==> src/design/hic_pkg.sv <==
// ----------------------------------------------------------------------------
// hic_pkg
// Shared types, widths and the Hilbert coefficient builder.
// ----------------------------------------------------------------------------
package hic_pkg;

  localparam int SAMPLE_W    = 16;  // sample / result field width
  localparam int COEF_W      = 18;  // signed Q.16 coefficient width
  localparam int COEF_FRAC   = 16;
  localparam int IN_TDATA_W  = 16;
  localparam int OUT_TDATA_W = 32;

  localparam longint ONE_Q30              = 64'sd1073741824;
  localparam longint unsigned PI_Q30      = 64'd3373259426;
  localparam longint unsigned PI_HALF_Q30 = 64'd1686629713;
  localparam int SERIES_TERMS             = 10;

  typedef enum logic [1:0] {
    ST_IDLE,
    ST_RUN,
    ST_DRAIN,
    ST_FINISH
  } hic_state_t;

  // sequencer -> datapath controls
  typedef struct packed {
    logic clear;  // zero the accumulator for a new request
    logic issue;  // a ring read for one tap goes out this cycle
  } hic_ctrl_t;

  // Shift-subtract divide, used only while building constants.
  function automatic longint unsigned udiv(longint unsigned num, longint unsigned den);
    longint unsigned q;
    longint unsigned r;
    q = '0;
    r = '0;
    for (int i = 63; i >= 0; i--) begin
      r = {r[62:0], num[i]};
      if (r >= den) begin
        r    = r - den;
        q[i] = 1'b1;
      end
    end
    return q;
  endfunction

  function automatic longint cos_series(longint unsigned a);
    longint unsigned a2;
    longint unsigned term;
    longint          sum;
    a2   = (a * a) >> 30;
    term = longint'(ONE_Q30);
    sum  = ONE_Q30;
    for (longint unsigned k = 1; k <= SERIES_TERMS; k++) begin
      term = udiv((term * a2) >> 30, (2 * k - 1) * (2 * k));
      if (k[0]) sum = sum - longint'(term);
      else      sum = sum + longint'(term);
    end
    return sum;
  endfunction

  function automatic longint sin_series(longint unsigned a);
    longint unsigned a2;
    longint unsigned term;
    longint          sum;
    a2   = (a * a) >> 30;
    term = a;
    sum  = longint'(a);
    for (longint unsigned k = 1; k <= SERIES_TERMS; k++) begin
      term = udiv((term * a2) >> 30, (2 * k) * (2 * k + 1));
      if (k[0]) sum = sum - longint'(term);
      else      sum = sum + longint'(term);
    end
    return sum;
  endfunction

  // cos(2*pi*i/span) in Q30
  function automatic longint window_cos(longint unsigned i, longint unsigned span);
    longint unsigned quad;
    longint unsigned rem;
    longint unsigned a;
    longint          res;
    quad = udiv(4 * i, span);
    rem  = 4 * i - quad * span;
    a    = udiv(PI_HALF_Q30 * rem, span);
    unique case (quad[1:0])
      2'd0:    res = cos_series(a);
      2'd1:    res = -sin_series(a);
      2'd2:    res = -cos_series(a);
      default: res = sin_series(a);
    endcase
    return res;
  endfunction

  // Hamming-windowed Hilbert tap k (k = 0 is the newest sample), Q.16.
  function automatic longint coef_value(int k, int taps);
    longint          center;
    longint          n;
    longint unsigned mag;
    longint          w;
    longint unsigned num;
    longint unsigned den;
    longint          c;
    center = longint'(taps - 1) >>> 1;
    n      = longint'(k) - center;
    mag    = (n < 0) ? longint'(-n) : longint'(n);
    if (mag[0] == 1'b0) return 64'sd0;
    w   = (54 * ONE_Q30 - 46 * window_cos(longint'(k), longint'(taps - 1))) / 100;
    num = longint'(w) << 17;
    den = PI_Q30 * mag;
    c   = longint'(udiv(num + (den >> 1), den));
    return (n < 0) ? -c : c;
  endfunction

endpackage

==> src/design/hic_ring_ram.sv <==
// ----------------------------------------------------------------------------
// hic_ring_ram
// Sample ring: one write port, one registered read port, per-entry valid
// bits so that an unwritten entry reads as zero after reset.
// ----------------------------------------------------------------------------
module hic_ring_ram #(
  parameter int DEPTH = 127,
  parameter int AW    = 7
) (
  input  logic                                clk,
  input  logic                                rst_n,
  input  logic                                wr_en,
  input  logic [AW-1:0]                       wr_addr,
  input  logic signed [hic_pkg::SAMPLE_W-1:0] wr_data,
  input  logic                                rd_en,
  input  logic [AW-1:0]                       rd_addr,
  output logic signed [hic_pkg::SAMPLE_W-1:0] rd_data
);

  logic signed [hic_pkg::SAMPLE_W-1:0] mem [DEPTH];
  logic [DEPTH-1:0]                    valid_r;
  logic signed [hic_pkg::SAMPLE_W-1:0] rd_data_r;

  always_ff @(posedge clk) begin
    if (!rst_n) begin
      valid_r <= '0;
    end else if (wr_en) begin
      valid_r[wr_addr] <= 1'b1;
    end
  end

  always_ff @(posedge clk) begin
    if (wr_en) begin
      mem[wr_addr] <= wr_data;
    end
    if (rd_en) begin
      rd_data_r <= valid_r[rd_addr] ? mem[rd_addr] : '0;
    end
  end

  assign rd_data = rd_data_r;

endmodule

==> src/design/hic_seq.sv <==
// ----------------------------------------------------------------------------
// hic_seq
// Per-request sequencer: writes the new sample, walks the ring from newest
// to oldest one tap per cycle, waits for the MAC to drain, hands off.
// ----------------------------------------------------------------------------
module hic_seq #(
  parameter int TAPS = 127,
  parameter int AW   = 7
) (
  input  logic               clk,
  input  logic               rst_n,
  input  logic               in_valid,
  output logic               in_ready,
  input  logic               mac_busy,
  input  logic               out_free,
  output logic               out_load,
  output logic               wr_en,
  output logic [AW-1:0]      wr_addr,
  output logic [AW-1:0]      rd_addr,
  output logic [AW-1:0]      rd_tap,
  output hic_pkg::hic_ctrl_t ctrl
);

  localparam logic [AW-1:0] LAST = AW'(TAPS - 1);

  hic_pkg::hic_state_t state_r, state_nxt;
  logic [AW-1:0] pos_r, pos_nxt;
  logic [AW-1:0] tap_r, tap_nxt;
  logic [AW-1:0] addr_r, addr_nxt;

  always_ff @(posedge clk) begin
    if (!rst_n) begin
      state_r <= hic_pkg::ST_IDLE;
      pos_r   <= '0;
      tap_r   <= '0;
      addr_r  <= '0;
    end else begin
      state_r <= state_nxt;
      pos_r   <= pos_nxt;
      tap_r   <= tap_nxt;
      addr_r  <= addr_nxt;
    end
  end

  always_comb begin
    state_nxt = state_r;
    pos_nxt   = pos_r;
    tap_nxt   = tap_r;
    addr_nxt  = addr_r;
    ctrl      = '0;
    wr_en     = 1'b0;
    in_ready  = 1'b0;
    out_load  = 1'b0;
    unique case (state_r)
      hic_pkg::ST_IDLE: begin
        in_ready = 1'b1;
        if (in_valid) begin
          wr_en      = 1'b1;
          ctrl.clear = 1'b1;
          addr_nxt   = pos_r;
          tap_nxt    = '0;
          pos_nxt    = (pos_r == LAST) ? '0 : pos_r + AW'(1);
          state_nxt  = hic_pkg::ST_RUN;
        end
      end
      hic_pkg::ST_RUN: begin
        ctrl.issue = 1'b1;
        addr_nxt   = (addr_r == '0) ? LAST : addr_r - AW'(1);
        tap_nxt    = tap_r + AW'(1);
        if (tap_r == LAST) begin
          state_nxt = hic_pkg::ST_DRAIN;
        end
      end
      hic_pkg::ST_DRAIN: begin
        if (!mac_busy) begin
          state_nxt = hic_pkg::ST_FINISH;
        end
      end
      hic_pkg::ST_FINISH: begin
        if (out_free) begin
          out_load  = 1'b1;
          state_nxt = hic_pkg::ST_IDLE;
        end
      end
      default: state_nxt = hic_pkg::ST_IDLE;
    endcase
  end

  assign wr_addr = pos_r;
  assign rd_addr = addr_r;
  assign rd_tap  = tap_r;

endmodule

==> src/design/hic_mac.sv <==
// ----------------------------------------------------------------------------
// hic_mac
// Coefficient table, registered multiply, accumulate, delay tap capture,
// round half up and saturate.
// ----------------------------------------------------------------------------
module hic_mac #(
  parameter int TAPS  = 127,
  parameter int DELAY = 63,
  parameter int AW    = 7
) (
  input  logic                                clk,
  input  logic                                rst_n,
  input  hic_pkg::hic_ctrl_t                  ctrl,
  input  logic [AW-1:0]                       rd_tap,
  input  logic signed [hic_pkg::SAMPLE_W-1:0] rd_data,
  output logic                                busy,
  output logic signed [hic_pkg::SAMPLE_W-1:0] in_phase,
  output logic signed [hic_pkg::SAMPLE_W-1:0] quadrature
);

  localparam int SW     = hic_pkg::SAMPLE_W;
  localparam int PROD_W = SW + hic_pkg::COEF_W;
  localparam int ACC_W  = PROD_W + AW;
  localparam int Q_W    = ACC_W - hic_pkg::COEF_FRAC;
  localparam int DELAY_MOD = DELAY % TAPS;

  logic signed [hic_pkg::COEF_W-1:0] coef_tbl [TAPS];

  for (genvar g = 0; g < TAPS; g++) begin : g_coef
    localparam longint C = hic_pkg::coef_value(g, TAPS);
    assign coef_tbl[g] = C[hic_pkg::COEF_W-1:0];
  end

  logic                     rd_vld_r;
  logic [AW-1:0]            rd_tap_r;
  logic                     prod_vld_r;
  logic signed [PROD_W-1:0] prod_r;
  logic signed [ACC_W-1:0]  acc_r;
  logic signed [SW-1:0]     ip_r;

  always_ff @(posedge clk) begin
    if (!rst_n) begin
      rd_vld_r   <= 1'b0;
      prod_vld_r <= 1'b0;
    end else begin
      rd_vld_r   <= ctrl.issue;
      prod_vld_r <= rd_vld_r;
    end
  end

  always_ff @(posedge clk) begin
    if (ctrl.issue) begin
      rd_tap_r <= rd_tap;
    end
    if (rd_vld_r) begin
      prod_r <= rd_data * coef_tbl[rd_tap_r];
      if (rd_tap_r == AW'(DELAY_MOD)) begin
        ip_r <= rd_data;
      end
    end
    if (ctrl.clear) begin
      acc_r <= '0;
    end else if (prod_vld_r) begin
      acc_r <= acc_r + {{(ACC_W - PROD_W){prod_r[PROD_W-1]}}, prod_r};
    end
  end

  // round half up: add one half LSB of the result, drop the fraction
  logic signed [ACC_W-1:0] biased;
  logic        [Q_W-1:0]   q_full;
  logic                    q_pos_ovf;
  logic                    q_neg_ovf;

  always_comb begin
    biased    = acc_r + {{(ACC_W - hic_pkg::COEF_FRAC){1'b0}}, 1'b1,
                         {(hic_pkg::COEF_FRAC - 1){1'b0}}};
    q_full    = biased[ACC_W-1:hic_pkg::COEF_FRAC];
    q_pos_ovf = !q_full[Q_W-1] && (|q_full[Q_W-2:SW-1]);
    q_neg_ovf = q_full[Q_W-1] && !(&q_full[Q_W-2:SW-1]);
    priority if (q_pos_ovf) begin
      quadrature = {1'b0, {(SW - 1){1'b1}}};
    end else if (q_neg_ovf) begin
      quadrature = {1'b1, {(SW - 1){1'b0}}};
    end else begin
      quadrature = q_full[SW-1:0];
    end
  end

  assign busy     = rd_vld_r | prod_vld_r;
  assign in_phase = ip_r;

endmodule

==> src/design/hilbert_iq_converter_top.sv <==
// A result is offered once its request has walked the ring and the MAC has
// drained. A new request is taken only after the last one is handed off; the
// sample ring's single read port, one tap per cycle, sets the pace.
// A finished result waits in the output register while the next request runs.
// Reset (rst_n low, synchronous) empties the output, rewinds the ring
// position and makes every ring entry read as zero; no clearing pass.
// ----------------------------------------------------------------------------
// hilbert_iq_converter_top
// Real-to-I/Q converter: I is the sample delayed by DELAY requests, Q is a
// TAPS-long Hamming-windowed FIR Hilbert transform of the sample stream.
// ----------------------------------------------------------------------------
module hilbert_iq_converter_top #(
  parameter int TAPS  = 127,  // FIR length, 3..255
  parameter int DELAY = 63    // in-phase delay, taken modulo TAPS
) (
  input  logic                               clk,
  input  logic                               rst_n,
  // input stream
  input  logic                               in_tvalid,
  output logic                               in_tready,
  input  logic [hic_pkg::IN_TDATA_W-1:0]     in_tdata,   // [15:0] sample
  // result stream
  output logic                               out_tvalid,
  input  logic                               out_tready,
  output logic [hic_pkg::OUT_TDATA_W-1:0]    out_tdata   // [15:0] in_phase,
                                                         // [31:16] quadrature
);

  localparam int AW = $clog2(TAPS);
  localparam int SW = hic_pkg::SAMPLE_W;

  // sequencer <-> ring / MAC
  hic_pkg::hic_ctrl_t ctrl;
  logic               wr_en;
  logic [AW-1:0]      wr_addr;
  logic [AW-1:0]      rd_addr;
  logic [AW-1:0]      rd_tap;
  logic               mac_busy;
  logic               out_load;
  logic               out_free;

  logic signed [SW-1:0] rd_data;
  logic signed [SW-1:0] in_phase;
  logic signed [SW-1:0] quadrature;

  // output register: holds one result so the next request can start
  logic                               out_tvalid_r;
  logic [hic_pkg::OUT_TDATA_W-1:0]    out_tdata_r;

  assign out_free = !out_tvalid_r || out_tready;

  hic_seq #(
    .TAPS (TAPS),
    .AW   (AW)
  ) u_seq (
    .clk      (clk),
    .rst_n    (rst_n),
    .in_valid (in_tvalid),
    .in_ready (in_tready),
    .mac_busy (mac_busy),
    .out_free (out_free),
    .out_load (out_load),
    .wr_en    (wr_en),
    .wr_addr  (wr_addr),
    .rd_addr  (rd_addr),
    .rd_tap   (rd_tap),
    .ctrl     (ctrl)
  );

  // The ring holds the FIR history and doubles as the I delay line.
  hic_ring_ram #(
    .DEPTH (TAPS),
    .AW    (AW)
  ) u_ring (
    .clk     (clk),
    .rst_n   (rst_n),
    .wr_en   (wr_en),
    .wr_addr (wr_addr),
    .wr_data (in_tdata[SW-1:0]),
    .rd_en   (ctrl.issue),
    .rd_addr (rd_addr),
    .rd_data (rd_data)
  );

  // Read -> multiply -> accumulate, two register stages behind the ring.
  hic_mac #(
    .TAPS  (TAPS),
    .DELAY (DELAY),
    .AW    (AW)
  ) u_mac (
    .clk        (clk),
    .rst_n      (rst_n),
    .ctrl       (ctrl),
    .rd_tap     (rd_tap),
    .rd_data    (rd_data),
    .busy       (mac_busy),
    .in_phase   (in_phase),
    .quadrature (quadrature)
  );

  always_ff @(posedge clk) begin
    if (!rst_n) begin
      out_tvalid_r <= 1'b0;
    end else if (out_load) begin
      out_tvalid_r <= 1'b1;
    end else if (out_tready) begin
      out_tvalid_r <= 1'b0;
    end
  end

  always_ff @(posedge clk) begin
    if (out_load) begin
      out_tdata_r <= {quadrature, in_phase};
    end
  end

  assign out_tvalid = out_tvalid_r;
  assign out_tdata  = out_tdata_r;

endmodule

==> config.mk <==
export PLATFORM = sky130hd
export DESIGN_NAME = hilbert_iq_converter_top
export DESIGN_NICKNAME = d
export VERILOG_FILES = /design/src/design/hic_pkg.sv /design/src/design/hic_ring_ram.sv /design/src/design/hic_seq.sv /design/src/design/hic_mac.sv /design/src/design/hilbert_iq_converter_top.sv
export SDC_FILE = /design/constraint.sdc
export NUM_CORES = 2
export LEC_CHECK = 0
export ABC_CLOCK_PERIOD_IN_PS = 7790
export BUFFER_PORTS_ARGS = -buffer_cell sky130_fd_sc_hd__buf_2
export CAP_MARGIN = 20
export CORE_ASPECT_RATIO = 0.6
export CORE_MARGIN = 2
export CORE_UTILIZATION = 55
export DETAILED_ROUTE_END_ITERATION = 7
export HOLD_SLACK_MARGIN = 0.05
export MAX_ROUTING_LAYER = met4
export PLACE_DENSITY = 0.73
export SLEW_MARGIN = 20
export SYNTH_ARGS = -nofsm -noshare
export SYNTH_HDL_FRONTEND = slang
export SYNTH_SLANG_ARGS = --single-unit
==> constraint.sdc <==
create_clock -name clk -period 7.79 [get_ports clk]
set_input_delay 0 -clock clk [delete_from_list [all_inputs] [get_ports clk]]
set_output_delay 0 -clock clk [all_outputs]
set_load 0.05 [all_outputs]
==> metrics.csv <==
stage,metric,value,unit
outcome,status,"complete, no violations",
critical_path,arrival,8370,ps
critical_path,cp_slowest_cell,fa_2,
floorplan,die_width,562.8,µm
clock_network,clock_latency,880,ps
route,final_antenna_net_count,0,
sta,slew_viol_final,0,
clock_network,clkSlewWorstSetupHoldPaths,60,ps
clock_network,cts.htree.levels,4,
floorplan,rows,123,
logic_synthesis,synth_edf_count,2137,
placed_design,gp_congestion,0.9408,
sta,finClkSkew,94.44,ps
critical_path,r2r_slack,9,ps
logic_synthesis,syn_inst,5728,
layout,fillers,12991,
sta,slew_headroom,0.1894,
clock_network,cts_buffer_depth,4,
critical_path,r2r_end,u_mac.prod_r[32]$_DFFE_PP_,
critical_path,endpoint,u_mac.prod_r[32]$_DFFE_PP_,
critical_path,crit_type,reg -> reg,
logic_synthesis,syn-num-nets,6166,
layout,final_common_cell,edfxtp_1,
floorplan,coreArea,186800,µm²
route,dr.pass1.iters,6,
grt,grt_pass1_wl,393500,µm
sta,post-route-period-util,0.9988,
layout,final_cell_mix,"edfxtp_1, mux4_2, inv_1",
clock_network,cts_buffers,205,
logic_synthesis,yosysSeqAreaShare,0.6603,
critical_path,critPathLaunchType,register,
clock_network,cts_num_sinks,2331,
route,wl_per_cell,31.23,µm
critical_path,cp_common_cell,fa_1,
sta,tightestPinTransition,1208,ps
sta,finalCriticalPeriod,7781,ps
grt,grt_start_max_net_pins,109,
floorplan,die_y,339.3,µm
layout,syn_to_final_growth,11.66,%
layout,nNetsFinal,6459,
floorplan,fp.dieArea,191000,µm²
min_path,hold_class,in -> reg,
logic_synthesis,yosysTopAreaCell,edfxtp_1,
route,first_iter_violations,8931,
critical_path,worst_r2r_path_depth,32,
route,num_vias,56350,
sta,hold_viol,0,
route,wirelength,271400,µm
logic_synthesis,synthArstFlopShare,0,
run,cap_violations,0,
route,vias_per_cell,6.484,
placed_design,dpl.hpwl,171100,µm
critical_path,critPathCaptureType,register,
critical_path,crit_start,u_mac.rd_tap_r[5]$_DFFE_PP_,
layout,final_layout_size_suffix_gt1_frac,0.2432,
route,drc,0,
floorplan,initial_core_util,0.5516,
logic_synthesis,synth_area_leaders,"edfxtp_1, mux4_2, fa_1, dfxtp_1, ha_1",
grt,grt_usage,0.2958,
critical_path,crit_fanout,11,
sta,fmax,0.1285,GHz
logic_synthesis,synth_ff_type,edfxtp_1,
logic_synthesis,postSynthAreaPerCell,17.99,µm²
logic_synthesis,synth.distinct_cells,75,
sta,setup_tns,0,ps
critical_path,critPathMaxStageDelay,590,ps
critical_path,r2r-start,u_mac.rd_tap_r[5]$_DFFE_PP_,
clock_network,root_buffer,clkbuf_16,
min_path,hp-start,in_tdata[4],
sta,rsz0062_at_grt,true,
grt,overflow,0,
critical_path,required,8380,ps
floorplan,io_pins,54,
logic_synthesis,netlist.area_leader.share,0.6227,
grt,grt_antenna_before_repair,13,
grt,grt_pass1_vias,54779,
logic_synthesis,synth_area,103100,µm²
sta,setup_violations,0,
placed_design,io_buffers,53,
logic_synthesis,ys_warn_count,0,
clock_network,cts_tree,yes,
logic_synthesis,ys_ff_latch,2331,
worst min-delay path by stage:
stage / to / slack (ps) / cells past startpoint
after global routing: u_ring.mem[6][0]$_DFFE_PP_ / 170 / 2
after global placement: out_tdata[6]$_DFFE_PP_ / 400 / 0
after floorplan: u_ring.mem[0][0]$_DFFE_PP_ / 100 / 0
after detailed placement: out_tdata[14]$_DFFE_PP_ / 410 / 0
after CTS: u_ring.mem[4][0]$_DFFE_PP_ / 130 / 2
final: u_ring.mem[11][4]$_DFFE_PP_ / 180 / 2
layout make-up:
cell class	count	area, µm²	area share
diodes	8	20.02	0.0001740
clock buffers	271	5560	0.04832
clock inverters	98	884.6	0.007687
inverters	352	1329	0.01155
multi-input cells	2748	32950	0.2863
flip-flops and latches	2331	68080	0.5916
well taps	2500	3128	0.02718
repair buffers	383	3133	0.02722
logic make-up (layout without fill, tap and decap cells):
kind of cell             Yosys count  after routing  synth area share
multiplexers                     744            744            0.1537
other                              0              8                 0
AO/OA/AOI/OAI                    612            612           0.03913
AND/OR/NAND/NOR                  876            876           0.04054
XOR/XNOR                          98             98          0.008328
flip-flops                      2331           2331            0.6603
adder cells (fa/ha/maj)          418            418           0.07129
buffers and inverters            649           1104           0.02672
Yosys cell counts, drive strengths merged, types with 4 or more instances:
master / number
a2111oi: 10
a211o: 4
a211oi: 49
a21o: 32
a21oi: 125
a221oi: 6
a22oi: 4
a31oi: 16
a32oi: 9
and2: 117
and3: 13
buf: 114
clkbuf: 183
dfxtp: 194
edfxtp: 2137
fa: 282
ha: 136
inv: 350
mux2: 5
mux2i: 70
mux4: 669
nand2: 217
nand2b: 44
nand3: 40
nand4: 19
nor2: 280
nor2b: 86
nor3: 30
nor3b: 4
nor4: 4
o211ai: 14
o21a: 139
o21ai: 127
o21bai: 13
o22ai: 14
o311ai: 4
o31ai: 13
or2: 4
or3: 9
xnor2: 71
xor2: 27
critical path, delay by kind of cell (launching register included):
kind | cells | cell delay (ps)
flip-flops | 1 | 440
adder cells (fa/ha/maj) | 7 | 3330
XOR/XNOR | 1 | 140
AO/OA/AOI/OAI | 11 | 1770
buffers and inverters | 7 | 840
AND/OR/NAND/NOR | 6 | 970
per-layer routing:
layer  vias up  global-route usage  part of all wire
li1      22827                   -                 -
met1     29459              0.4653              0.42
met2      3700              0.3731              0.40
met3       364              0.1020              0.15
met4         0             0.05514             0.020
met5         -                   -                 0
through the flow:
| stage | hold WS, ps | setup WS [ps] | util | area (µm²) | instances |
|---|---|---|---|---|---|
| floorplan | 98.87 | 25.68 | - | 103100 | 5728 |
| global placement | 400.9 | -90.39 | 0.5770 | 107800 | 8279 |
| detailed placement | 407.9 | -215.1 | 0.5773 | 107900 | 8280 |
| CTS | 134.5 | 9.185 | 0.6130 | 114500 | 8669 |
| global route | 167.4 | -177.8 | 0.6159 | 115100 | 8689 |
| finish | 176.9 | 9.067 | 0.6160 | 115100 | 8691 |
flip-flops by register name, indices dropped and copies added, names as in the netlist, 2 cells and up:
name and count:
u_seq.wr_addr 7, u_seq.state_r 2, u_seq.rd_addr 7, u_mac.in_phase 16, u_ring.mem 2032, out_tdata 32, u_mac.rd_tap_r 7, u_ring.valid_r 127
u_mac.acc_r 41, u_ring.rd_data 16, u_mac.prod_r 34, u_seq.rd_tap 7
repair_timing:
action | 4_1_cts | 5_1_grt
pin swaps | 4 | 34
hold buffers | 20 | 0
cloned | 0 | 0
endpoints found under the setup margin | 4 | 15
endpoints found under the hold margin | 896 | 0
resized for setup | 5 | 88
buffers inserted | 0 | 12
Power is left out: the tool's default activity adds up to more than one toggle a clock period on the data nets, which glitch-free logic cannot reach.
